<file path="src/hw/rtl/fpa_pkg.sv">
// Shared types, opcodes and size constants for the fixed-point ALU.
// No dependencies; used by every module under hw/rtl.
package fpa_pkg;

   localparam int MAX_WORD_BITS = 32;
   localparam int MAX_FRAC_BITS = 16;
   localparam int NUM_BITS      = MAX_WORD_BITS + MAX_FRAC_BITS + 1;
   localparam int REM_BITS      = MAX_WORD_BITS + 1;
   localparam int DEF_WORD_BITS = 32;
   localparam int DEF_FRAC_BITS = 8;

   localparam logic [3:0] OP_ADD     = 4'd0;
   localparam logic [3:0] OP_SUB     = 4'd1;
   localparam logic [3:0] OP_MUL     = 4'd2;
   localparam logic [3:0] OP_DIV     = 4'd3;
   localparam logic [3:0] OP_GT      = 4'd4;
   localparam logic [3:0] OP_LT      = 4'd5;
   localparam logic [3:0] OP_GE      = 4'd6;
   localparam logic [3:0] OP_LE      = 4'd7;
   localparam logic [3:0] OP_EQ      = 4'd8;
   localparam logic [3:0] OP_NE      = 4'd9;
   localparam logic [3:0] OP_MIN     = 4'd10;
   localparam logic [3:0] OP_MAX     = 4'd11;
   localparam logic [3:0] OP_INC     = 4'd12;
   localparam logic [3:0] OP_DEC     = 4'd13;
   localparam logic [3:0] OP_TOINT   = 4'd14;
   localparam logic [3:0] OP_FROMINT = 4'd15;

   typedef struct packed {
      logic [3:0]         opcode;
      logic signed [31:0] operand_a;
      logic signed [31:0] operand_b;
   } req_type;

   typedef struct packed {
      logic signed [31:0] result_value;
      logic               compare_true;
      logic               overflowed;
      logic               divide_by_zero;
   } rsp_type;

   // data carried along the cell chain
   typedef struct packed {
      logic [3:0]               opcode;
      logic signed [31:0]       res;
      logic                     cmp;
      logic                     ovf;
      logic                     dz;
      logic signed [63:0]       prod;
      logic                     neg;
      logic [REM_BITS-1:0]      rem;
      logic [MAX_WORD_BITS-1:0] den;
      logic [NUM_BITS-1:0]      num;
   } lane_type;

endpackage

</file>
<file path="src/hw/rtl/fpa_div_cell.sv">
// One restoring-division cell: one quotient bit per transfer through the chain.
// Depends on fpa_pkg.
module fpa_div_cell #(
   parameter int NUM_MSB = fpa_pkg::NUM_BITS - 1
) (
   input  logic              clock,
   input  logic              reset,
   input  logic              in_valid,
   output logic              in_ready,
   input  fpa_pkg::lane_type in_data,
   output logic              out_valid,
   input  logic              out_ready,
   output fpa_pkg::lane_type out_data
);
   logic                            valid_ff;
   fpa_pkg::lane_type               lane_ff, lane_in;
   logic [fpa_pkg::REM_BITS-1:0]    rem_sh;
   logic                            ge;

   assign rem_sh = {in_data.rem[fpa_pkg::REM_BITS-2:0], in_data.num[NUM_MSB]};
   assign ge     = rem_sh >= {1'b0, in_data.den};

   always_comb begin
      lane_in     = in_data;
      lane_in.rem = ge ? rem_sh - {1'b0, in_data.den} : rem_sh;
      lane_in.num = {in_data.num[fpa_pkg::NUM_BITS-2:0], ge};
   end

   assign in_ready  = !valid_ff || out_ready;
   assign out_valid = valid_ff;
   assign out_data  = lane_ff;

   always_ff @(posedge clock) begin
      if (reset) begin
         valid_ff <= 1'b0;
      end else if (in_ready) begin
         valid_ff <= in_valid;
      end
      if (in_ready) begin
         lane_ff <= lane_in;
      end
   end
endmodule

</file>
<file path="config.mk">
export PLATFORM = sky130hd
export DESIGN_NAME = fpa_div_cell
export DESIGN_NICKNAME = d
export VERILOG_FILES = /design/src/hw/rtl/fpa_pkg.sv /design/src/hw/rtl/fpa_div_cell.sv
export SDC_FILE = /design/constraint.sdc
export NUM_CORES = 1
export LEC_CHECK = 0
export ABC_AREA = 0
export BUFFER_PORTS_ARGS = -buffer_cell sky130_fd_sc_hd__buf_2
export CAP_MARGIN = 15
export CORE_MARGIN = 5
export CORE_UTILIZATION = 35
export DETAILED_ROUTE_END_ITERATION = 10
export HOLD_SLACK_MARGIN = 0.06
export PLACE_DENSITY = 0.66
export SLEW_MARGIN = 20
export SYNTH_ARGS = -nofsm -noshare
export SYNTH_HDL_FRONTEND = slang
export SYNTH_SLANG_ARGS = --single-unit
export TNS_END_PERCENT = 30
</file>
<file path="constraint.sdc">
create_clock -name clock -period 6.6 [get_ports clock]
set_clock_uncertainty 0.2 [all_clocks]
set_input_delay 0.33 -clock clock [delete_from_list [all_inputs] [get_ports clock]]
set_output_delay 0.33 -clock clock [all_outputs]
set_load 0.005 [all_outputs]
</file>
# --- Yosys cells after proc, flatten, opt, wreduce, memory -nomap -nowiden ---
# Index checks and enable logic that the tools add are counted.
word_totals:
  reg_bits: 219
  output_inout_bits: 220
classes:
  add_sub_neg: 1
  order_cmp: 1
  muxes: 1
  reduce_logical: 2
ops:
  columns: ["op", "count"]
  rows:
  - ["33-bit by 32-bit >= comparator with 1-bit output", 1]
  - ["33-bit 2-to-1 mux", 1]
  - ["33-bit by 32-bit subtractor with 33-bit output", 1]
  - ["1-bit logical NOT", 1]
  - ["1-bit logical OR", 1]

# --- Longest topological paths before layout ---
logic_depth:
  word_depth: 2
  ltp_mapped: 13
  mapped_depth_nobuf: 11

# --- Worst setup path before layout ---
# OpenSTA, ideal clock, no wires.
synth_path:
  path_type: "in2reg"
  startpoint: "input port out_ready"
  endpoint: "register valid_ff, in the netlist out_valid"
  setup_time_ns: 0.370
  arrival_ns: 5.866
  required_ns: 6.030
  setup_slack_ns: 0.164
  stages: 2
  path_buffers: 0
  path_cell_list: "nand2b_1 a21oi_1"
synth_between:
  elab_chain_len: 1
synth_rtl:
  columns: ["item", "line_no", "rtl"]
  rows:
  - ["start, declared", "fpa_div_cell.sv:12", "input logic out_ready,"]
  - ["1-bit logical OR", "fpa_div_cell.sv:29", "assign in_ready = !valid_ff || out_ready;"]
  - ["end signal, assigned", "fpa_div_cell.sv:37", "valid_ff <= in_valid;"]
  - ["end, declared", "fpa_div_cell.sv:15", "logic valid_ff;"]
# No other way between the ends.
# A chain may end at the register's enable or synchronous reset.

==> results by group <==
STA
  – Final setup viols: 0
  – Fmax: 246 MHz
  – RSZ-0062 raised after global routing: false
  – Fin crit share: 0.616
  – Final Max Slew Viols: 0
  – Setup TNS: 0 ps
  – Max-slew headroom: 0.323
  – Final WS setup: 2530 ps
  – Worst-Margin Slew: 1020 ps
  – Final min period: 4070 ps
  – Fin. Hold Viols: 0

Worst setup path
  – Largest stage delay, worst path: 580 ps
  – Crit path max fanout: 20
  – Crit path DAT: 4150 ps
  – Worst setup SP type: input pin
  – Cell mode on critical path: nand2_1
  – Worst reg-to-reg path cell count: 2
  – Kind of end point of the critical path: register
  – Critical Path RT: 6680 ps
  – Crit-path cells: dlygate4sd3_1 -> buf_2 -> inv_1 -> ha_1 -> nand2_1 -> o21ai_0 -> o211ai_1 -> nand2_1 -> o21ai_4 -> o31ai_2 -> o21a_2 -> buf_4 -> mux2_2
  – Crit Path Class: input pin to register
  – Critical-path top delay cell: dlygate4sd3_1

Clocking
  – Clock Tree Root: clkbuf_16
  – CTS tree: built
  – Clk sink count: 219
  – Post_cts resized: 0
  – CTS clock-pin slew for the worst setup and hold paths: 60 ps
  – Worst-Skew Late Latency: 520 ps
  – H-tree levels: 1
  – CTS Buf Count: 26
  – Max Root-Sink Buffers: 3

Layout
  – Nets@finish: 1488
  – Fill count: 2032
  – Share of cells above drive strength 1: 0.419
  – P&R area growth vs syn: 60.7%

Detailed routing
  – Met2 wire len: 16.7 mm
  – Post-DRT Antenna Nets: 0
  – Total number of vias: 7559
  – Met3 wire length: 2.45 mm
  – Initial DRC count: 504
  – Per-cell routed wire length: 20.9 um
  – Vias per inst: 4.76
  – Initial DRT Pass Iterations: 4
  – DRT met1 WL: 12.1 mm
  – DRC: 0
  – Drt total wl: 33.3 mm
  – DR top layer: met4

Logic synthesis
  – Syn Inst Count: 558
  – Yosys top cell area share: 0.716
  – Mean area per synthesized cell: 16.4 sq um
  – Post-Syn Area: 0.00914 sq mm
  – Synthesis-stage register bit count: 219
  – Largest area contributor in the netlist: edfxtp_1
  – Synth cell types: 57
  – Top FF cell, synth: edfxtp_1
  – Asr flop ratio synth: 0
  – Commonest cells post-synth: edfxtp_1 (218), inv_1 (40), ha_1 (32)
  – Synth area leaders: edfxtp_1 (72%), mux2_4 (4.4%), ha_1 (4.4%)
  – EDFF count, synth: 218
  – Ys Warns: 0
  – Most frequent cell after synthesis: edfxtp_1
  – Syn nets: 813
  – Sequential area share after synthesis: 0.719

Global route
  – Largest net degree at the start of global routing: 81
  – First-pass GRT wire length: 46.9 mm
  – All-Layer GR Usage: 0.210
  – Initial antenna violation count: 1
  – Vias in the first global route: 7702
  – Grt total ovfl: 0

Floorplanning
  – Die Wd: 172 um
  – Die Ht: 172 um
  – # rows: 59
  – Core area: 0.0259 sq mm
  – Die area: 0.0294 sq mm
  – Num ports: 442
  – Initial Util: 0.353

Place
  – GPL Wtd Cong: 0.887
  – Post-DP HPWL: 23.2 mm
  – # port buffers: 440
  – Setup Slack @ Placement: 2550 ps

Flow run
  – Max Cap Violations: 0

Power and ir drop
  – Pleak: 6.62 nW
  – Worst IR drop on VDD: 0.000235 V
  – P per Cell Area: 256 mW/mm^2

Hold path
  – Worst Hold Depth: 2
  – Worst Hold Class: input pin to register

Run status
  – Status: completed
==> registers in the layout, summed over array words and instances, names as in the netlist <==
signal,count
out_data,218
out_valid,1
==> critical path, delay by kind of cell <==
| family | cells | cell delay (ps) |
|---|---|---|
| simple gates | 2 | 230 |
| compound gates | 5 | 1540 |
| mux | 1 | 390 |
| fa+ha+maj | 1 | 420 |
| buf+inv | 4 | 1200 |
==> per-layer routing <==
| metal | GRT usage | up-vias |
|---|---|---|
| met5 | 0 | - |
| met4 | 0.110 | 0 |
| met3 | 0.0483 | 89 |
| met2 | 0.368 | 347 |
| met1 | 0.239 | 3628 |
| li1 | - | 3495 |
==> kinds of logic (layout without fill, tap and decap cells) <==
family,after synthesis,after routing,synth area share
compound gates,108,108,0.0826
xor+xnor,26,26,0.0249
fa+ha+maj,33,33,0.0460
buf+inv,56,750,0.0301
flops,219,219,0.719
mux,33,33,0.0513
other cells,0,1,0
simple gates,83,83,0.0466
==> area by class of cell <==
class / count / area, sq um / share of cell area
diodes: 1 / 2.50 / 0.000170
clock buffers: 33 / 677 / 0.0461
clock inverters: 14 / 140 / 0.00954
inverters: 40 / 150 / 0.0102
multi-input cells: 283 / 2310 / 0.157
flip-flops and latches: 219 / 6570 / 0.447
well taps: 335 / 419 / 0.0285
repair buffers: 663 / 4420 / 0.301
==> cell usage in the layout (no fill, tap or decap), types with 3 or more instances in the layout <==
cell	Yosys	routed
nor3_1	10	10
edfxtp_1	218	218
clkbuf_1	10	7
ha_1	32	32
mux2_4	27	27
mux2i_1	3	3
nand4_1	9	9
nor2_1	15	15
buf_2	1	440
nand3_1	7	7
o211ai_1	4	4
a21o_1	18	18
clkinv_1	0	4
mux2_2	3	3
o21a_1	8	7
inv_1	40	40
a21oi_1	31	31
buf_4	0	4
xnor2_1	17	17
or3_1	3	3
dlygate4sd3_1	0	219
o21bai_1	5	5
o21ai_0	16	16
clkinv_2	0	4
a211oi_1	4	4
nor2b_1	3	3
nand2_1	20	20
xor2_1	9	9
clkbuf_16	0	26
==> worst paths after layout <==
| check | endpoint | slack, ps | startpoint |
|---|---|---|---|
| setup / recovery | out_data[83] | 2530 | in_data[65] |
| hold / removal | out_data[15] | 320 | in_data[14] |
| setup reg to reg | out_data[150] | 4130 | out_valid |
| hold reg to reg | out_data[88] | 950 | out_valid |
==> timing repair <==
action / 4_1_cts / 5_1_grt
hold buffers: 219 / 0
endpoints found under the hold margin: 218 / 0
buffers inserted: 0 / 0
==> where the power goes <==
part / internal [mW] / switching (mW)
registers: 1.68 / 0.0322
clock network: 0.807 / 0.567
logic: 0.355 / 0.323
==> through the flow <==
step | hold slack, ps | cell area, sq um | util | cells | power [mW]
floorplan | 199 | 9140 | - | 558 | 2.04
global placement | 288 | 11700 | 0.451 | 1321 | 2.29
detailed placement | 288 | 11700 | 0.451 | 1321 | 2.30
CTS | 278 | 14700 | 0.567 | 1587 | 3.79
global route | 295 | 14700 | 0.567 | 1588 | 3.92
finish | 319 | 14700 | 0.567 | 1588 | 3.76
Note: power is estimated with default switching activity, not from simulation.
