`src/hw/rtl/fpa_pkg.sv`:
```
// Shared types, opcodes and size constants for the fixed-point ALU.
// No dependencies; used by every module under hw/rtl.
package fpa_pkg;

   localparam int MAX_WORD_BITS = 32;
   localparam int MAX_FRAC_BITS = 16;
   localparam int NUM_BITS      = MAX_WORD_BITS + MAX_FRAC_BITS + 1;
   localparam int REM_BITS      = MAX_WORD_BITS + 1;
   localparam int DEF_WORD_BITS = 32;
   localparam int DEF_FRAC_BITS = 8;

   localparam logic [3:0] OP_ADD     = 4'd0;
   localparam logic [3:0] OP_SUB     = 4'd1;
   localparam logic [3:0] OP_MUL     = 4'd2;
   localparam logic [3:0] OP_DIV     = 4'd3;
   localparam logic [3:0] OP_GT      = 4'd4;
   localparam logic [3:0] OP_LT      = 4'd5;
   localparam logic [3:0] OP_GE      = 4'd6;
   localparam logic [3:0] OP_LE      = 4'd7;
   localparam logic [3:0] OP_EQ      = 4'd8;
   localparam logic [3:0] OP_NE      = 4'd9;
   localparam logic [3:0] OP_MIN     = 4'd10;
   localparam logic [3:0] OP_MAX     = 4'd11;
   localparam logic [3:0] OP_INC     = 4'd12;
   localparam logic [3:0] OP_DEC     = 4'd13;
   localparam logic [3:0] OP_TOINT   = 4'd14;
   localparam logic [3:0] OP_FROMINT = 4'd15;

   typedef struct packed {
      logic [3:0]         opcode;
      logic signed [31:0] operand_a;
      logic signed [31:0] operand_b;
   } req_type;

   typedef struct packed {
      logic signed [31:0] result_value;
      logic               compare_true;
      logic               overflowed;
      logic               divide_by_zero;
   } rsp_type;

   // data carried along the cell chain
   typedef struct packed {
      logic [3:0]               opcode;
      logic signed [31:0]       res;
      logic                     cmp;
      logic                     ovf;
      logic                     dz;
      logic signed [63:0]       prod;
      logic                     neg;
      logic [REM_BITS-1:0]      rem;
      logic [MAX_WORD_BITS-1:0] den;
      logic [NUM_BITS-1:0]      num;
   } lane_type;

endpackage

```
`src/hw/rtl/fpa_front.sv`:
```
// Entry stage: operand sign extension, simple operations, multiplier, divider setup.
// Depends on fpa_pkg.
module fpa_front #(
   parameter int WORD_BITS = fpa_pkg::DEF_WORD_BITS,
   parameter int FRAC_BITS = fpa_pkg::DEF_FRAC_BITS
) (
   input  logic              clock,
   input  logic              reset,
   input  logic              in_valid,
   output logic              in_ready,
   input  fpa_pkg::req_type  in_data,
   output logic              out_valid,
   input  logic              out_ready,
   output fpa_pkg::lane_type out_data
);
   localparam int SH = fpa_pkg::MAX_WORD_BITS - WORD_BITS;
   localparam logic signed [63:0] WMAX = (64'sd1 <<< (WORD_BITS - 1)) - 64'sd1;
   localparam logic signed [63:0] WMIN = -WMAX - 64'sd1;

   logic                 valid_ff;
   fpa_pkg::lane_type    lane_ff, lane_in;
   logic signed [31:0]   a_sh, b_sh, a_w, b_w;
   logic signed [63:0]   a64, b64, raw;
   logic [31:0]          mag_a, mag_b;
   logic                 clampit;

   assign a_sh = in_data.operand_a <<< SH;
   assign b_sh = in_data.operand_b <<< SH;
   assign a_w  = a_sh >>> SH;
   assign b_w  = b_sh >>> SH;
   assign a64  = {{32{a_w[31]}}, a_w};
   assign b64  = {{32{b_w[31]}}, b_w};
   assign mag_a = a_w[31] ? 32'(-a_w) : 32'(a_w);
   assign mag_b = b_w[31] ? 32'(-b_w) : 32'(b_w);

   always_comb begin
      raw     = 64'sd0;
      clampit = 1'b0;
      lane_in = '0;
      lane_in.opcode = in_data.opcode;
      lane_in.prod   = a_w * b_w;
      lane_in.neg    = a_w[31] ^ b_w[31];
      lane_in.den    = mag_b;
      lane_in.num    = {{(fpa_pkg::NUM_BITS - 32){1'b0}}, mag_a} << (FRAC_BITS + 1);
      case (in_data.opcode)
         fpa_pkg::OP_ADD: begin
            raw = a64 + b64; clampit = 1'b1;
         end
         fpa_pkg::OP_SUB: begin
            raw = a64 - b64; clampit = 1'b1;
         end
         fpa_pkg::OP_DIV: begin
            if (b_w == 32'sd0) begin
               lane_in.dz = 1'b1;
               raw = (a64 > 0) ? WMAX : ((a64 < 0) ? WMIN : 64'sd0);
            end
         end
         fpa_pkg::OP_GT: lane_in.cmp = a_w > b_w;
         fpa_pkg::OP_LT: lane_in.cmp = a_w < b_w;
         fpa_pkg::OP_GE: lane_in.cmp = a_w >= b_w;
         fpa_pkg::OP_LE: lane_in.cmp = a_w <= b_w;
         fpa_pkg::OP_EQ: lane_in.cmp = a_w == b_w;
         fpa_pkg::OP_NE: lane_in.cmp = a_w != b_w;
         fpa_pkg::OP_MIN: raw = (a64 < b64) ? a64 : b64;
         fpa_pkg::OP_MAX: raw = (a64 > b64) ? a64 : b64;
         fpa_pkg::OP_INC: begin
            raw = a64 + 64'sd1; clampit = 1'b1;
         end
         fpa_pkg::OP_DEC: begin
            raw = a64 - 64'sd1; clampit = 1'b1;
         end
         fpa_pkg::OP_TOINT: raw = a64 >>> FRAC_BITS;
         fpa_pkg::OP_FROMINT: begin
            raw = a64 <<< FRAC_BITS; clampit = 1'b1;
         end
         default: raw = 64'sd0;
      endcase
      if (clampit && raw > WMAX) begin
         raw = WMAX; lane_in.ovf = 1'b1;
      end else if (clampit && raw < WMIN) begin
         raw = WMIN; lane_in.ovf = 1'b1;
      end
      lane_in.res = raw[31:0];
   end

   assign in_ready  = !valid_ff || out_ready;
   assign out_valid = valid_ff;
   assign out_data  = lane_ff;

   always_ff @(posedge clock) begin
      if (reset) begin
         valid_ff <= 1'b0;
      end else if (in_ready) begin
         valid_ff <= in_valid;
      end
      if (in_ready) begin
         lane_ff <= lane_in;
      end
   end
endmodule

```
`config.mk`:
```
export PLATFORM = sky130hd
export DESIGN_NAME = fpa_front
export DESIGN_NICKNAME = d
export VERILOG_FILES = /design/src/hw/rtl/fpa_pkg.sv /design/src/hw/rtl/fpa_front.sv
export SDC_FILE = /design/constraint.sdc
export NUM_CORES = 2
export LEC_CHECK = 0
export BUFFER_PORTS_ARGS = -buffer_cell sky130_fd_sc_hd__buf_4
export CAP_MARGIN = 25
export CORE_UTILIZATION = 45
export DETAILED_ROUTE_END_ITERATION = 6
export HOLD_SLACK_MARGIN = 0.03
export PLACE_DENSITY = 0.73
export SLEW_MARGIN = 20
export SYNTH_ARGS = -nofsm -noshare
export SYNTH_HDL_FRONTEND = slang
export SYNTH_SLANG_ARGS = --single-unit
```
`constraint.sdc`:
```
create_clock -name clock -period 17.45 [get_ports clock]
set_input_delay 1.745 -clock clock [delete_from_list [all_inputs] [get_ports clock]]
set_output_delay 1.745 -clock clock [all_outputs]
set_load 0.02 [all_outputs]
```
# Yosys cells after proc, flatten, opt, wreduce, memory -nomap -nowiden
# Cells that the tools add are included.
[word_totals]
regBits = 169
output_inout_bits = 220
inputBits = 72
[classes]
reduce_logical = 7
n_lt_le_gt_ge = 10
n_mux = 13
add_sub_neg = 6
bitwise = 1
mul = 1
n_eq_ne = 16
[op_table]
columns = ["operator", "n"]
rows = [
  ["$pmux W64 S9", 1],
  ["$mux W64", 5],
  ["$gt A32 B32 Y1", 2],
  ["$gt A64 B32 Y1 const B", 1],
  ["$lt A32 B32 Y1", 2],
  ["$lt A64 B32 Y1 const B", 1],
  ["$mul A32 B32 Y64", 1],
  ["$neg A32 Y32", 2],
  ["$mux W31", 2],
  ["$add A32 B2 Y33 const B", 1],
  ["$add A32 B32 Y33", 1],
  ["$sub A32 B2 Y33 const B", 1],
  ["$sub A32 B32 Y33", 1],
  ["$eq A32 B32 Y1", 1],
  ["$eq A4 B4 Y1 const B", 8],
  ["$ge A32 B32 Y1", 1],
  ["$gt A32 B1 Y1 const B", 1],
  ["$le A32 B32 Y1", 1],
  ["$logic_not A32 Y1", 1],
  ["$lt A32 B1 Y1 const B", 1],
  ["$mux W32", 1],
  ["$ne A32 B32 Y1", 1],
  ["$eq A4 B3 Y1 const B", 4],
  ["$pmux W1 S6", 1],
  ["9 further kinds", 12],
]

# Depth between registers and ports, before layout
[depth]
depth_word = 8
mapped_depth = 32

# Worst setup path before layout
# Ideal clock, no wire load.
[synth_timing]
path_kind = "input to register"
from = "input in_data[63] in the netlist's numbering"
to = "register lane_ff, in the netlist out_data[177], data pin"
stages = 29
setup_time_ps = 257
arrival_time_ps = 9970
setup_slack_ps = 7223
t_required_ps = 17193
path_cell_list = "clkbuf_1 -> clkbuf_1 -> clkbuf_1 -> nand2_1 -> inv_1 -> fa_1 -> inv_1 -> fa_1 -> fa_1 -> inv_1 -> fa_1 -> inv_1 -> fa_1 -> inv_1 -> fa_1 -> fa_1 -> inv_1 -> fa_1 -> inv_1 -> ha_1 -> a21oi_1 -> o21ai_0 -> a21oi_1 -> o21ai_0 -> or4_1 -> a41o_1 -> a31o_2 -> a221o_1 -> xor2_1"
[synth_lines]
columns = ["item", "line", "source"]
rows = [
  ["start: declaration", "fpa_front.sv:11", "input fpa_pkg::req_type in_data,"],
  ["end signal: assignment", "fpa_front.sv:97", "lane_ff <= lane_in;"],
  ["end: declaration", "fpa_front.sv:21", "fpa_pkg::lane_type lane_ff, lane_in;"],
]

==> results.toml <==
[global_routing]
grt_pass1_vias = 41208
grt_util_all_layers_pct = 29.89
grt_max_degree = 67
gr-max-usage-layer = "met2"
grt_pass1_wl_um = 249300
met3_usage_pct = 8.022
antenna_found_initial = 11
met2_usage_pct = 46.94
overflow = 0
grt_util_met1_pct = 37.54

[sta]
timing.slew.headroom_pct = 25.86
worst_pin_slew_ps = 1104
final_hold_viol_count = 0
finalClockSkew_ps = 27.27
rsz0062_at_grt = "false"
final_max_slew_viol_count = 0
setup_tns_ps = 0
period_needed_ps = 10870
min_period_over_period_pct = 62.30
finalSetupViolCount = 0
max_freq_mhz = 91.99

[clocking]
cts_resized = 0
hold_buffers = 0
cts.sinks = 169
clock_path_buffers = 2
clockRootBuffer = "clkbuf_16"
clk_pin_slew_worst_paths_ps = 110
post_cts_buffers = 0
insertion_delay_ps = 550
cts_buffers = 17
cts-htree-levels = 4
cts_tree = "done"

[critical_path]
crit_top_cell = "fa_1"
rrSetupSlack_ps = 14550
crit_path_end_kind = "flip-flop"
crit_family = "adder cells"
critPathBufInv = 6
cp-start-kind = "input port"
crit_slowest_cell = "o31ai_1"
reg2regPathDepth = 3
r2r-end = "out_data[72]$_DFFE_PP_"
critPathMaxFanout = 29
critPathArrivalTime_ps = 11160
crit_required_ps = 17740
crit_type = "input port to flip-flop"
slowest_delay_ps = 580
worstReg2RegStart = "out_valid$_SDFFE_PP0P_"

[synthesis]
ys.flop_type = "edfxtp_1"
ys_ff_latch = 169
synth.top_cell.area_share_pct = 44.22
yosysTopAreaCell = "fa_1"
synth_cells = 5337
ys_seq_area_share_pct = 10.32
synth_edf_count = 168
syn_avg_cell_area_sq_um = 9.195
synth_async_sr_flop_share_pct = 0
yosysWarnings = 0
post_synth_num_cell_types = 83
netlist_top_cells_count = "1,084 x fa_1, 1,036 x inv_1, 617 x nand2_1, 433 x and2_1, 289 x clkbuf_1"
post-synth-top-count-cell = "fa_1"
synthTopCellsByArea = "fa_1 44%, edfxtp_1 10%, inv_1 7.9%"
netlist_area_sq_mm = 0.04907

[placed_design]
port_buffers = 241
gp_congestion = 0.9589
dp_hpwl_um = 121700

[detailed_routing]
drcViolationCount = 10
routedWlPerCell_um = 23.97
drt_iter0_markers = 4088
viasPerCell = 5.813
wl_um = 161300
dr.pass1.iters = 7
routed-via-count = 39120
detail-route-antenna-nets = 0

[worst_hold_path]
whs_endpoint = "out_data[67]$_DFFE_PP_"
min_path_type = "flip-flop to flip-flop"
hold-path-cell-count = 1
min_from = "out_valid$_SDFFE_PP0P_"

[floorplanning]
coreArea_sq_mm = 0.1077
die_y_um = 332.2
die_area_sq_mm = 0.1104
ioPinCount = 292
die_x_um = 332.2
initial_core_util_pct = 45.59
rows = 120

[layout]
fillers = 9934
fin_nets = 6718
drive_gt1_share_pct = 6.614
seq_area_sq_mm = 0.005065
multi_input_area_sq_mm = 0.03870
area_growth_pct = 6.343

[job]
maxCapViolCount = 0

[outcome]
violations = "DRC"
status = "finished, violations left"
==> layer usage <==
| metal | vias to the layer above | routed length (um) |
|---|---|---|
| met5 | - | 63 |
| met4 | 10 | 10050 |
| met3 | 565 | 18190 |
| met2 | 2433 | 73980 |
| met1 | 19806 | 59030 |
| li1 | 16306 | - |
==> logic make-up after synthesis <==
family,synth area share (%)
AOI/OAI and AO/OA,8.465
xor gates and xnor gates,2.784
adders and majority gates,50.65
buffers and inverters,11.29
DFF,10.32
muxes,0.8720
other,0.007641
and+or+nand+nor,15.62
==> worst max-delay path by stage <==
stage	startpoint	end	slack, ps	cells after the start
2_1_floorplan	in_data[63]	out_data[177]$_DFFE_PP_	7220	29
3_3_place_gp	in_data[63]	out_data[177]$_DFFE_PP_	6290	28
3_5_place_dp	in_data[63]	out_data[177]$_DFFE_PP_	6210	28
4_1_cts	in_data[63]	out_data[177]$_DFFE_PP_	6780	28
5_1_grt	in_data[50]	out_data[178]$_DFFE_PP_	6300	29
6_report	in_data[50]	out_data[178]$_DFFE_PP_	6580	26
==> layout by cell type, fill, tap and decap left out, types with 44 or more instances in the layout <==
cell type	netlist	final
fa_1	1084	1084
inv_1	1036	1036
and2_1	433	433
conb_1	1	50
ha_1	252	252
o21ai_0	124	124
buf_4	51	279
a21o_1	44	44
xnor2_1	115	115
nand3_1	59	59
nand2_1	617	617
nor2_1	266	266
a21oi_1	167	165
edfxtp_1	168	168
==> per-stage QoR <==
stage	cell area [sq um]	std cells	util, %	worst slack, ps	hold WS [ps]
final	52190	6730	48.48	6579	1111
after global routing	52180	6727	48.47	6304	1173
after CTS	52170	6724	48.46	6778	1141
after detailed placement	51550	6693	47.89	6206	1148
after global placement	51540	6692	47.87	6295	1117
after floorplan	49260	5386	-	7223	1814
==> sequential cells by signal, indices dropped and copies added, names as in the netlist <==
signal / count
out_valid: 1
out_data: 168
==> cell type report <==
| type | instances | area share [%] |
|---|---|---|
| multi-input cells | 3796 | 74.15 |
| clock inverters | 14 | 0.3692 |
| inverters | 1045 | 7.516 |
| flip-flops and latches | 169 | 9.705 |
| diodes | 5 | 0.02398 |
| well taps | 1403 | 3.364 |
| repair buffers | 281 | 4.052 |
| clock buffers | 17 | 0.8152 |
Power is not shown: default switching activity piles up to over one toggle a cycle in this logic, so the estimate is an artifact.
