**src/hw/rtl/fpa_pkg.sv**
```systemverilog
// Shared types, opcodes and size constants for the fixed-point ALU.
// No dependencies; used by every module under hw/rtl.
package fpa_pkg;

   localparam int MAX_WORD_BITS = 32;
   localparam int MAX_FRAC_BITS = 16;
   localparam int NUM_BITS      = MAX_WORD_BITS + MAX_FRAC_BITS + 1;
   localparam int REM_BITS      = MAX_WORD_BITS + 1;
   localparam int DEF_WORD_BITS = 32;
   localparam int DEF_FRAC_BITS = 8;

   localparam logic [3:0] OP_ADD     = 4'd0;
   localparam logic [3:0] OP_SUB     = 4'd1;
   localparam logic [3:0] OP_MUL     = 4'd2;
   localparam logic [3:0] OP_DIV     = 4'd3;
   localparam logic [3:0] OP_GT      = 4'd4;
   localparam logic [3:0] OP_LT      = 4'd5;
   localparam logic [3:0] OP_GE      = 4'd6;
   localparam logic [3:0] OP_LE      = 4'd7;
   localparam logic [3:0] OP_EQ      = 4'd8;
   localparam logic [3:0] OP_NE      = 4'd9;
   localparam logic [3:0] OP_MIN     = 4'd10;
   localparam logic [3:0] OP_MAX     = 4'd11;
   localparam logic [3:0] OP_INC     = 4'd12;
   localparam logic [3:0] OP_DEC     = 4'd13;
   localparam logic [3:0] OP_TOINT   = 4'd14;
   localparam logic [3:0] OP_FROMINT = 4'd15;

   typedef struct packed {
      logic [3:0]         opcode;
      logic signed [31:0] operand_a;
      logic signed [31:0] operand_b;
   } req_type;

   typedef struct packed {
      logic signed [31:0] result_value;
      logic               compare_true;
      logic               overflowed;
      logic               divide_by_zero;
   } rsp_type;

   // data carried along the cell chain
   typedef struct packed {
      logic [3:0]               opcode;
      logic signed [31:0]       res;
      logic                     cmp;
      logic                     ovf;
      logic                     dz;
      logic signed [63:0]       prod;
      logic                     neg;
      logic [REM_BITS-1:0]      rem;
      logic [MAX_WORD_BITS-1:0] den;
      logic [NUM_BITS-1:0]      num;
   } lane_type;

endpackage

```
**src/hw/rtl/fpa_back.sv**
```systemverilog
// Exit stage: multiply and divide rounding, saturation, result register.
// Depends on fpa_pkg.
module fpa_back #(
   parameter int WORD_BITS = fpa_pkg::DEF_WORD_BITS,
   parameter int FRAC_BITS = fpa_pkg::DEF_FRAC_BITS
) (
   input  logic              clock,
   input  logic              reset,
   input  logic              in_valid,
   output logic              in_ready,
   input  fpa_pkg::lane_type in_data,
   output logic              out_valid,
   input  logic              out_stall,
   output fpa_pkg::rsp_type  out_data
);
   localparam int NB = WORD_BITS + FRAC_BITS + 1;
   localparam logic signed [63:0] WMAX = (64'sd1 <<< (WORD_BITS - 1)) - 64'sd1;
   localparam logic signed [63:0] WMIN = -WMAX - 64'sd1;

   logic               valid_ff;
   fpa_pkg::rsp_type   rsp_ff, rsp_in;
   logic [63:0]        pmag, mq, q2, dq;
   logic signed [63:0] val;
   logic               arith;

   assign pmag = in_data.prod[63] ? 64'(-in_data.prod) : 64'(in_data.prod);
   assign mq   = (pmag + (64'd1 << (FRAC_BITS - 1))) >> FRAC_BITS;
   assign q2   = 64'(in_data.num[NB-1:0]);
   assign dq   = (q2 + 64'd1) >> 1;

   always_comb begin
      arith = 1'b0;
      val   = 64'sd0;
      if (in_data.opcode == fpa_pkg::OP_MUL) begin
         arith = 1'b1;
         val   = in_data.prod[63] ? -$signed(mq) : $signed(mq);
      end else if (in_data.opcode == fpa_pkg::OP_DIV && !in_data.dz) begin
         arith = 1'b1;
         val   = in_data.neg ? -$signed(dq) : $signed(dq);
      end
      rsp_in.compare_true   = in_data.cmp;
      rsp_in.divide_by_zero = in_data.dz;
      rsp_in.overflowed     = in_data.ovf;
      rsp_in.result_value   = in_data.res;
      if (arith) begin
         if (val > WMAX) begin
            rsp_in.result_value = WMAX[31:0];
            rsp_in.overflowed   = 1'b1;
         end else if (val < WMIN) begin
            rsp_in.result_value = WMIN[31:0];
            rsp_in.overflowed   = 1'b1;
         end else begin
            rsp_in.result_value = val[31:0];
         end
      end
   end

   assign in_ready  = !valid_ff || !out_stall;
   assign out_valid = valid_ff;
   assign out_data  = rsp_ff;

   always_ff @(posedge clock) begin
      if (reset) begin
         valid_ff <= 1'b0;
      end else if (in_ready) begin
         valid_ff <= in_valid;
      end
      if (in_ready) begin
         rsp_ff <= rsp_in;
      end
   end
endmodule
```
**config.mk**
```make
export PLATFORM = sky130hd
export DESIGN_NAME = fpa_back
export DESIGN_NICKNAME = d
export VERILOG_FILES = /design/src/hw/rtl/fpa_pkg.sv /design/src/hw/rtl/fpa_back.sv
export SDC_FILE = /design/constraint.sdc
export NUM_CORES = 1
export LEC_CHECK = 0
export ABC_AREA = 0
export BUFFER_PORTS_ARGS = -buffer_cell sky130_fd_sc_hd__buf_2
export CAP_MARGIN = 20
export CORE_UTILIZATION = 51
export DETAILED_ROUTE_END_ITERATION = 8
export PLACE_DENSITY = 0.8
export SLEW_MARGIN = 20
export SYNTH_ARGS = -nofsm -noshare
export SYNTH_HDL_FRONTEND = slang
export SYNTH_SLANG_ARGS = --single-unit
```
**constraint.sdc**
```tcl
create_clock -name clock -period 10.8 [get_ports clock]
set_input_delay 2.7 -clock clock [delete_from_list [all_inputs] [get_ports clock]]
set_output_delay 2.7 -clock clock [all_outputs]
set_load 0.05 [all_outputs]
```
# Word level (Yosys, flattened, before mapping)
# Cells that the tools add are included.
dict set report op_classes {
  add_sub_neg 5
  n_reduce_logical 5
  n_eq_ne 2
  order_cmp 2
  mux 13
}
# cell n
set ops {}
lappend ops {{2-to-1 mux 64 bit} 5}
lappend ops {{2-to-1 mux 32 bit} 3}
lappend ops {{adder 64 x 8 -> 64 bit, second input constant} 1}
lappend ops {{> comparator 64 x 32 -> 1 bit, second input constant} 1}
lappend ops {{less-than comparator 64 x 32 -> 1 bit, second input constant} 1}
lappend ops {{negation 41 -> 64 bit} 1}
lappend ops {{negation 56 -> 64 bit} 1}
lappend ops {{negation 64 bit} 1}
lappend ops {{adder 41 x 1 -> 42 bit, second input constant} 1}
lappend ops {{== test 4 x 2 -> 1 bit, second input constant} 2}
lappend ops {{2-to-1 mux 1 bit} 5}
lappend ops {{zero test 1 bit} 3}
lappend ops {{logical AND 1 bit} 1}
lappend ops {{logical OR 1 bit} 1}
dict set report totals {
  wordCells 32
  regBits 36
  inputBits 222
  output_inout_bits 37
}

# Longest topological paths before layout
# Gate-level depths: netlist (run 1).
dict set report logic_depth {
  ltp_word 10
  depth_mapped 35
  depth_no_buf 21
}

# Least setup slack after synthesis (run 1)
# Ideal clock, no wire load.
dict set report synth_path {
  kind {in2reg}
  from {input in_data[178] (netlist name)}
  to {register rsp_ff (netlist bit out_data[24]), data pin}
  setup_slack_ns -0.471
  cell_stages 33
  required_time_ns 10.539
  n_path_buf 16
  arrival_ns 11.010
  setup_time_ns 0.261
  path_cell_list {clkbuf_1 clkbuf_1 buf_2 buf_1 clkbuf_1 clkbuf_1 clkbuf_1 clkbuf_1 buf_1 clkbuf_1 clkbuf_1 o21ai_0 xnor2_1 ha_1 buf_1 nand3_1 or4_1 clkbuf_1 xnor2_1 or3b_1 nor2_1 nand3_1 or3_1 buf_2 nor2_1 a32oi_4 or4b_1 nor4_1 nand4b_1 and2_1 buf_6 buf_6 a221o_1}
}
# element line_no
set synth_lines {}
lappend synth_lines {{from (decl)} fpa_back.sv:11} ;# input fpa_pkg::lane_type in_data,
lappend synth_lines {{to (signal assigned)} fpa_back.sv:69} ;# rsp_ff <= rsp_in;
lappend synth_lines {{to (decl)} fpa_back.sv:21} ;# fpa_pkg::rsp_type rsp_ff, rsp_in;

==> impl_results.md, run 1 <==
- Minimum clock period: around 10 ns
- Final setup violation count: 0
- Largest net degree at the start of global routing: 53
- Pwr dens: 65.2 nW/µm²
- Hpwl dp: 26.8 mm
- Num CTS Buffers: 5
- Synth top area cells: xnor2_1, edfxtp_1, xor2_1, nand2_1, o21ai_0
- Period utilization: slightly above 90%
- Main combinational cell family by area after synthesis: simple AND/OR/NAND/NOR gates
- Setup Fix Bufs, Post-CTS: 0
- Clk sink count: 36
- Final Max Slew Viols: 0
- Final cell count without fillers: roughly 1800
- Worst-path clk slew: 0.05 ns
- Mean Syn Cell Area: 7.17 µm²
- Post-Synth Adder-Cell Area: less than 1%
- CP max stage cell: or4b_2
- Mapped Cells: approximately 1400
- Post-synth EDFFs: 35
- Synthesized area: about 10000 µm²
- Worst path max stage delay: 0.78 ns
- Proportion of synthesized area in mux cells: less than 1%
- Skew final: 0.00825 ns
- Grt total ovfl: 0
- Drt initial violations: approximately 1500
- WP data required: roughly 11 ns
- Critical Path Fanout Max: 18
- CTS root buffer: clkbuf_16
- CP bufs+invs: 2
- # port buffers: approximately 190
- Core Area: roughly 20000 µm²
- Comb power frac: roughly three fifths
- Max Cap Violations: 0
- Post_cts resized: 0
- DR vias/cell: about 6.6
- Initial Util: roughly 52%
- P_int: roughly 0.4 mW
- CP cell instances: buf_2, nor3_1, nand4_1, or3_1, o21ai_0, xor2_1, or4b_2, or4_1, or3_1, o22ai_1, o211ai_1, and4bb_2, a32oi_4, or4b_1, nor4_1, nand4b_1, and2_1, buf_4, a221o_1
- Global-route wire length before repair: roughly 53 mm
- FP Rows: between 50 and 60
- GRT Total Usage: 31.8%
- Hold Vio Cnt, Final: 0
- Ports: approximately 260
- Total Wirelength: 33.7 mm
- CTS tree: built
- Initial antenna violation count: 2
- Worst-Margin Slew: ~1.0 ns
- RSZ-0062 raised after global routing: false
- Area fraction in compound gates after synthesis: around a quarter
- Final Cell Area: about 11000 µm²
- Area leader, netlist: xnor2_1
- Vias in the first global route: approximately 10000
- Die area: about 21000 µm²
- 1st-pass router iterations: 6
- Vias: approximately 12000
- Dpl cells: between 1500 and 2000
- Die height: roughly 140 µm
- Post-synthesis simple-gate area fraction: 35.3%
- Syn nets: about 1700
- Post-DR wirelength/cell: ~19 µm
- NumNets Final: around 1800
- Routability cong.: 0.958
- Setup TNS: 0 ns
- Outcome: finished clean
- Crit Path Class: primary input to flop
- Post-synth cell types: 93
- Cell mode on critical path: or3_1
- Post-synth top flop: edfxtp_1
- Die W: around 140 µm
- Leakage power: around 3.8 nW
- Placed Area: ~11000 µm²
- Rel. slew slack: between 30% and 40%
- Area Growth Syn to Fin: 11.3%
- Yosys reg bits: 36
- Proportion of netlist area held by the largest area contributor: roughly 12%
- Antenna Nets Post-Route: 0
- CTS H-Tree Depth: 2
- Clk buf depth: 2
- Layout cells sized above 1: ~18%
- Maximum VDD drop: 0.0602 mV
- Net Switching: 0.340 mW
- Clock network fraction of design power: roughly 18%
- Family with the most delay on the worst path: simple AND/OR/NAND/NOR gates
- Hold WC Path Type: flop to flop
- Hold_buf cts: 0
- Latest clock arrival within the worst-skew pair: 0.28 ns
- Setup crit start kind: primary input
- Post-synth ARST share: 0%
- Flop pwr share: approximately a quarter
- Fill cells: approximately 1900
- XOR/XNOR share of the synthesized area: between 20% and 30%
- Drt drc: 0
- Maximum clock frequency: roughly 100 MHz
- Setup crit end kind: flop
- Fin util: between 50% and 60%
- Net Sw Frac: a little under half
- Critical path data arrival time: about 10 ns
- Sequential area share after synthesis: 10.4%
- Synth warn: 0
-- registers in the layout, summed over array words and instances, names as in the netlist --
name	count
out_data	35
out_valid	1
-- synth_stat cells, types with 12 or more instances --
cell and instances:
a211oi_1 12, a21o_1 12, a21oi_1 36, a221o_1 30
a31oi_1 18, and2_1 14, and3_1 25, and4_1 14
buf_1 12, buf_2 15, clkbuf_1 65, edfxtp_1 35
inv_1 17, nand2_1 128, nand2b_1 13, nand3_1 67
nand4_1 36, nor2_1 94, nor2b_1 12, nor3_1 68
nor4_1 38, o211ai_1 14, o21ai_0 72, o22ai_1 33
o31ai_1 31, o41ai_1 20, or2_2 20, or3_1 33
or4_1 41, xnor2_1 144, xor2_1 104
-- placed cells by master, fill, tap and decap left out, drive strengths merged, types with 43 or more instances in the layout --
master / n
nor2: 94
or4: 43
nor4: 47
nor3: 68
nand3: 68
xnor2: 144
buf: 212
nand2: 129
o21ai: 74
xor2: 104
-- final cells by class --
type                            instances  area (µm²)  share of cell area (%)
Tap cell                              265         332                    2.90
Inverter                               18        67.6                   0.591
Timing Repair Buffer                  212        1130                    9.90
Multi-Input combinational cell       1278        8680                    76.0
Clock buffer                            5         125                    1.10
Antenna cell                            2        5.00                  0.0438
Sequential cell                        36        1070                    9.38
Clock inverter                          2        7.51                  0.0657
-- worst register-to-register path, delay by kind of cell (launching register included) --
family	cells	cell delay [ns]
buf+inv	1	0.41
simple gates	1	0.06
flops	1	0.32
-- through the flow --
step	setup slack, ns	total power [mW]	hold WS [ns]
CTS	0.906	0.735	0.539
floorplan	0.116	0.485	0.740
finish	0.840	0.745	0.535
global route	0.524	0.781	0.566
global placement	0.796	0.592	0.485
detailed placement	0.634	0.600	0.526
-- routing by layer --
| layer | GRT usage (%) | routed length (µm) |
|---|---|---|
| met3 | 3.87 | 3590 |
| met4 | 9.41 | 850 |
| met5 | 0 | 0 |
| met2 | 50.1 | 14700 |
| met1 | 44.9 | 14600 |
-- cells by family after synthesis --
family | Yosys count
mux | 9
compound gates | 367
simple gates | 648
fa+ha+maj | 4
flops | 36
buf+inv | 118
xor+xnor | 250
-- power by group through the flow --
stage	sequential, mW	combinational [mW]	clock [mW]
floorplan	0.233	0.252	0
global route	0.177	0.465	0.139
finish	0.176	0.434	0.136
global placement	0.178	0.414	0
CTS	0.176	0.424	0.135
detailed placement	0.178	0.422	0
-- worst paths after layout --
kind | start | to | slack (ns) | cells past startpoint
worst min register to register | out_valid | out_valid | 0.53 | 2
worst max register to register | out_valid | out_data[26] | 9.63 | 2
worst min-delay path | out_valid | out_valid | 0.53 | 2
worst max-delay path | in_data[120] | out_data[20] | 0.84 | 19
Power figures use the tool's default switching activity.
==> inputs of run 2 (changes only) <==
--- a/config.mk
+++ b/config.mk
@@ -5,10 +5,10 @@
 export SDC_FILE = /design/constraint.sdc
 export NUM_CORES = 1
 export LEC_CHECK = 0
-export ABC_AREA = 0
+export ABC_AREA = 1
 export BUFFER_PORTS_ARGS = -buffer_cell sky130_fd_sc_hd__buf_2
 export CAP_MARGIN = 20
-export CORE_UTILIZATION = 51
+export CORE_UTILIZATION = 52
 export DETAILED_ROUTE_END_ITERATION = 8
 export PLACE_DENSITY = 0.8
 export SLEW_MARGIN = 20
==> impl_results.md, run 2 <==
- Most common cell after layout, fill and taps aside: nand2_1
- Vias: 16700 (+38%)
- Synth top area cells: nand2_1, nand3_1, nor2_1, edfxtp_1, inv_1
- Clk sink count: 36 (unchanged)
- Crit Path Class: primary input to flop
- Mapped Cells: 2515 (+76%)
- Number of flip-flops in the largest register: 35 (unchanged)
- Minimum clock period: 8.21 ns (-1.75 ns)
- Final WS setup: 2.59 ns (+1.75 ns)
- Worst-path clk slew: 0.05 ns (about the same)
- Post-synth ARST share: 0% (unchanged)
- Clk buf depth: 2 (unchanged)
- Sequential area share after synthesis: 8.85% (-1.6 points)
- Most numerous cell in the Yosys netlist: nand2_1
- Antenna Nets Post-Route: 0 (unchanged)
- Drt initial violations: 2004 (+37%)
- Die area: 23900 µm² (+15%)
- Critical Path Fanout Max: 90 (+72)
- Period utilization: 76.0% (-16 points)
- Setup TNS: 0 ns (unchanged)
- RSZ-0062 raised after global routing: false
- Drt drc: 0 (unchanged)
- Ant diodes: 0 (-2)
- Leakage power: 6.66 nW (+76%)
- Layout cells sized above 1: 12.0% (-5.6 points)
- Max Cap Violations: 0 (unchanged)
- Post-synth EDFFs: 35 (unchanged)
- GRT Total Usage: 35.7% (+3.9 points)
- Pwr dens: 57.7 nW/µm² (-12%)
- Rel. slew slack: 39.5% (+7.4 points)
- NumNets Final: 2890 (+63%)
- Skew final: 0.00948 ns (+0.00123 ns)
- Post-DR wirelength/cell: 15.0 µm (-19%)
- Syn nets: 2741 (+65%)
- Final setup violation count: 0 (unchanged)
- Hold_buf cts: 0 (unchanged)
- Die height: 155 µm (+7.4%)
- Global-route wire length before repair: 69.4 mm (+30%)
- Post_cts resized: 0 (unchanged)
- Hold Path Depth: 3 (+1)
- Cell mode on critical path: nand2_1
- Yosys reg bits: 36 (unchanged)
- Hpwl dp: 36.9 mm (+38%)
- CP max stage cell: buf_4
- Routability cong.: 1.03 (+7.3%)
- Area leader, netlist: nand2_1
- Setup crit start kind: primary input
- FP Rows: 55 (+7.8%)
- Mean Syn Cell Area: 4.81 µm² (-33%)
- Final cell count without fillers: 2950 (+62%)
- Family with the most delay on the worst path: simple AND/OR/NAND/NOR gates
- Fill cells: 2447 (+30%)
- Most instantiated cells after synthesis: nand2_1, nor2_1, nand3_1, inv_1, a21oi_1
- DR vias/cell: 5.66 (-15%)
- Core Area: 22700 µm² (+16%)
- Synth warn: 0 (unchanged)
- Latest clock arrival within the worst-skew pair: 0.29 ns (about the same)
- Grt total ovfl: 0 (unchanged)
- Num CTS Buffers: 5 (unchanged)
- Final Hold Slack: 0.856 ns (+0.321 ns)
- Initial Util: 53.3% (+0.91 points)
- CTS H-Tree Depth: 2 (unchanged)
- Largest net degree at the start of global routing: 91 (+72%)
- Setup Fix Bufs, Post-CTS: 0 (unchanged)
- Area Growth Syn to Fin: 10.4%
- Worst r2r path cells: 2 (unchanged)
- Hold WC Path Type: flop to flop
- Total Wirelength: 44.2 mm (+31%)
- Fin util: 58.9% (+0.56 points)
- Dpl cells: 2942 (+63%)
- Worst-Margin Slew: 0.907 ns (-0.102 ns)
- Final Cell Area: 13400 µm² (+17%)
- Outcome: finished clean
- Post-synth top flop: edfxtp_1
- CTS tree: built
- # port buffers: 185 (unchanged)
- Initial antenna violation count: 0 (-2)
- Place WS: 2.62 ns (+1.98 ns)
- Hold Vio Cnt, Final: 0 (unchanged)
- Setup crit end kind: flop
- Ports: 259 (unchanged)
- Critical path data arrival time: 8.22 ns (-1.76 ns)
- CTS root buffer: clkbuf_16
- Worst path max stage delay: 0.79 ns (about the same)
- Maximum clock frequency: 122 MHz (+21%)
- Cell count along the critical path: 29 (+10)
- Die W: 155 µm (+7.4%)
- CP bufs+invs: 2 (unchanged)
- Final Max Slew Viols: 0 (unchanged)
- 1st-pass router iterations: 6 (unchanged)
- Maximum VDD drop: 0.103 mV (+71%)
- WP data required: 10.81 ns (about the same)
- Proportion of netlist area held by the largest area contributor: 31.7% (+19 points)
- Synthesized area: 12100 µm² (+18%)
- Most frequent cells in the layout: nand2_1, nor2_1, nand3_1, inv_1, buf_2
- Post-synth cell types: 45 (-52%)
- Design Power: 0.772 mW (+3.5%)
- Vias in the first global route: 14000 (+35%)
- Placed Area: 13200 µm² (+17%)
==> run 2: cell count changes after synthesis, sizes merged, moves of 43 or more <==
| cell | before | now |
|---|---|---|
| nand2 | 129 | 1059 |
| or4 | 43 | 0 |
| clkbuf | 65 | 19 |
| inv | 17 | 275 |
| nor2 | 94 | 445 |
| xor2 | 104 | 40 |
| nand3 | 68 | 308 |
| xnor2 | 144 | 21 |
==> run 2: final timing paths <==
kind	startpoint	end	slack (ns)
hold / removal	out_valid	out_valid	0.86
setup / recovery	in_data[178]	out_data[10]	2.59
hold reg to reg	out_valid	out_valid	0.86
setup reg to reg	out_valid	out_data[12]	9.68
==> run 2: cell type report <==
cell class              instances  area [µm²]  area share, %
clock buffers                   5         125          0.936
inverters                     277        1040           7.78
clock inverters                 3        42.5          0.318
well taps                     285         357           2.67
multi-input cells            2154        9770           73.1
flip-flops and latches         36        1070           8.01
repair buffers                190         966           7.22
==> run 2: kinds of logic (layout without fill, tap and decap cells) <==
logic type / Yosys count / count (layout) / synth area share (%)
xor+xnor: 61 / 61 / 4.41
mux: 1 / 1 / 0.0827
fa+ha+maj: 4 / 4 / 0.413
flops: 36 / 36 / 8.85
simple gates: 1955 / 1955 / 69.7
buf+inv: 325 / 475 / 10.6
compound gates: 133 / 133 / 5.94
==> run 2: layer usage <==
metal  share of wire [%]  track usage (%)
met1                  43             50.5
met2                  43             56.6
met3                  11             3.19
met4                 3.0             12.3
met5                   0                0
==> run 2: worst min-delay path, cell delays in order (launching register included) <==
cell and delay [ns]:
dfxtp_1 0.32, nand2_1 0.05, buf_4 0.26, a21oi_1 0.18
==> run 2: power by group <==
group	total, mW	switching, mW	internal [mW]
Sequential	0.174	0.00320	0.171
Combinational	0.433	0.313	0.121
Clock	0.164	0.0557	0.108
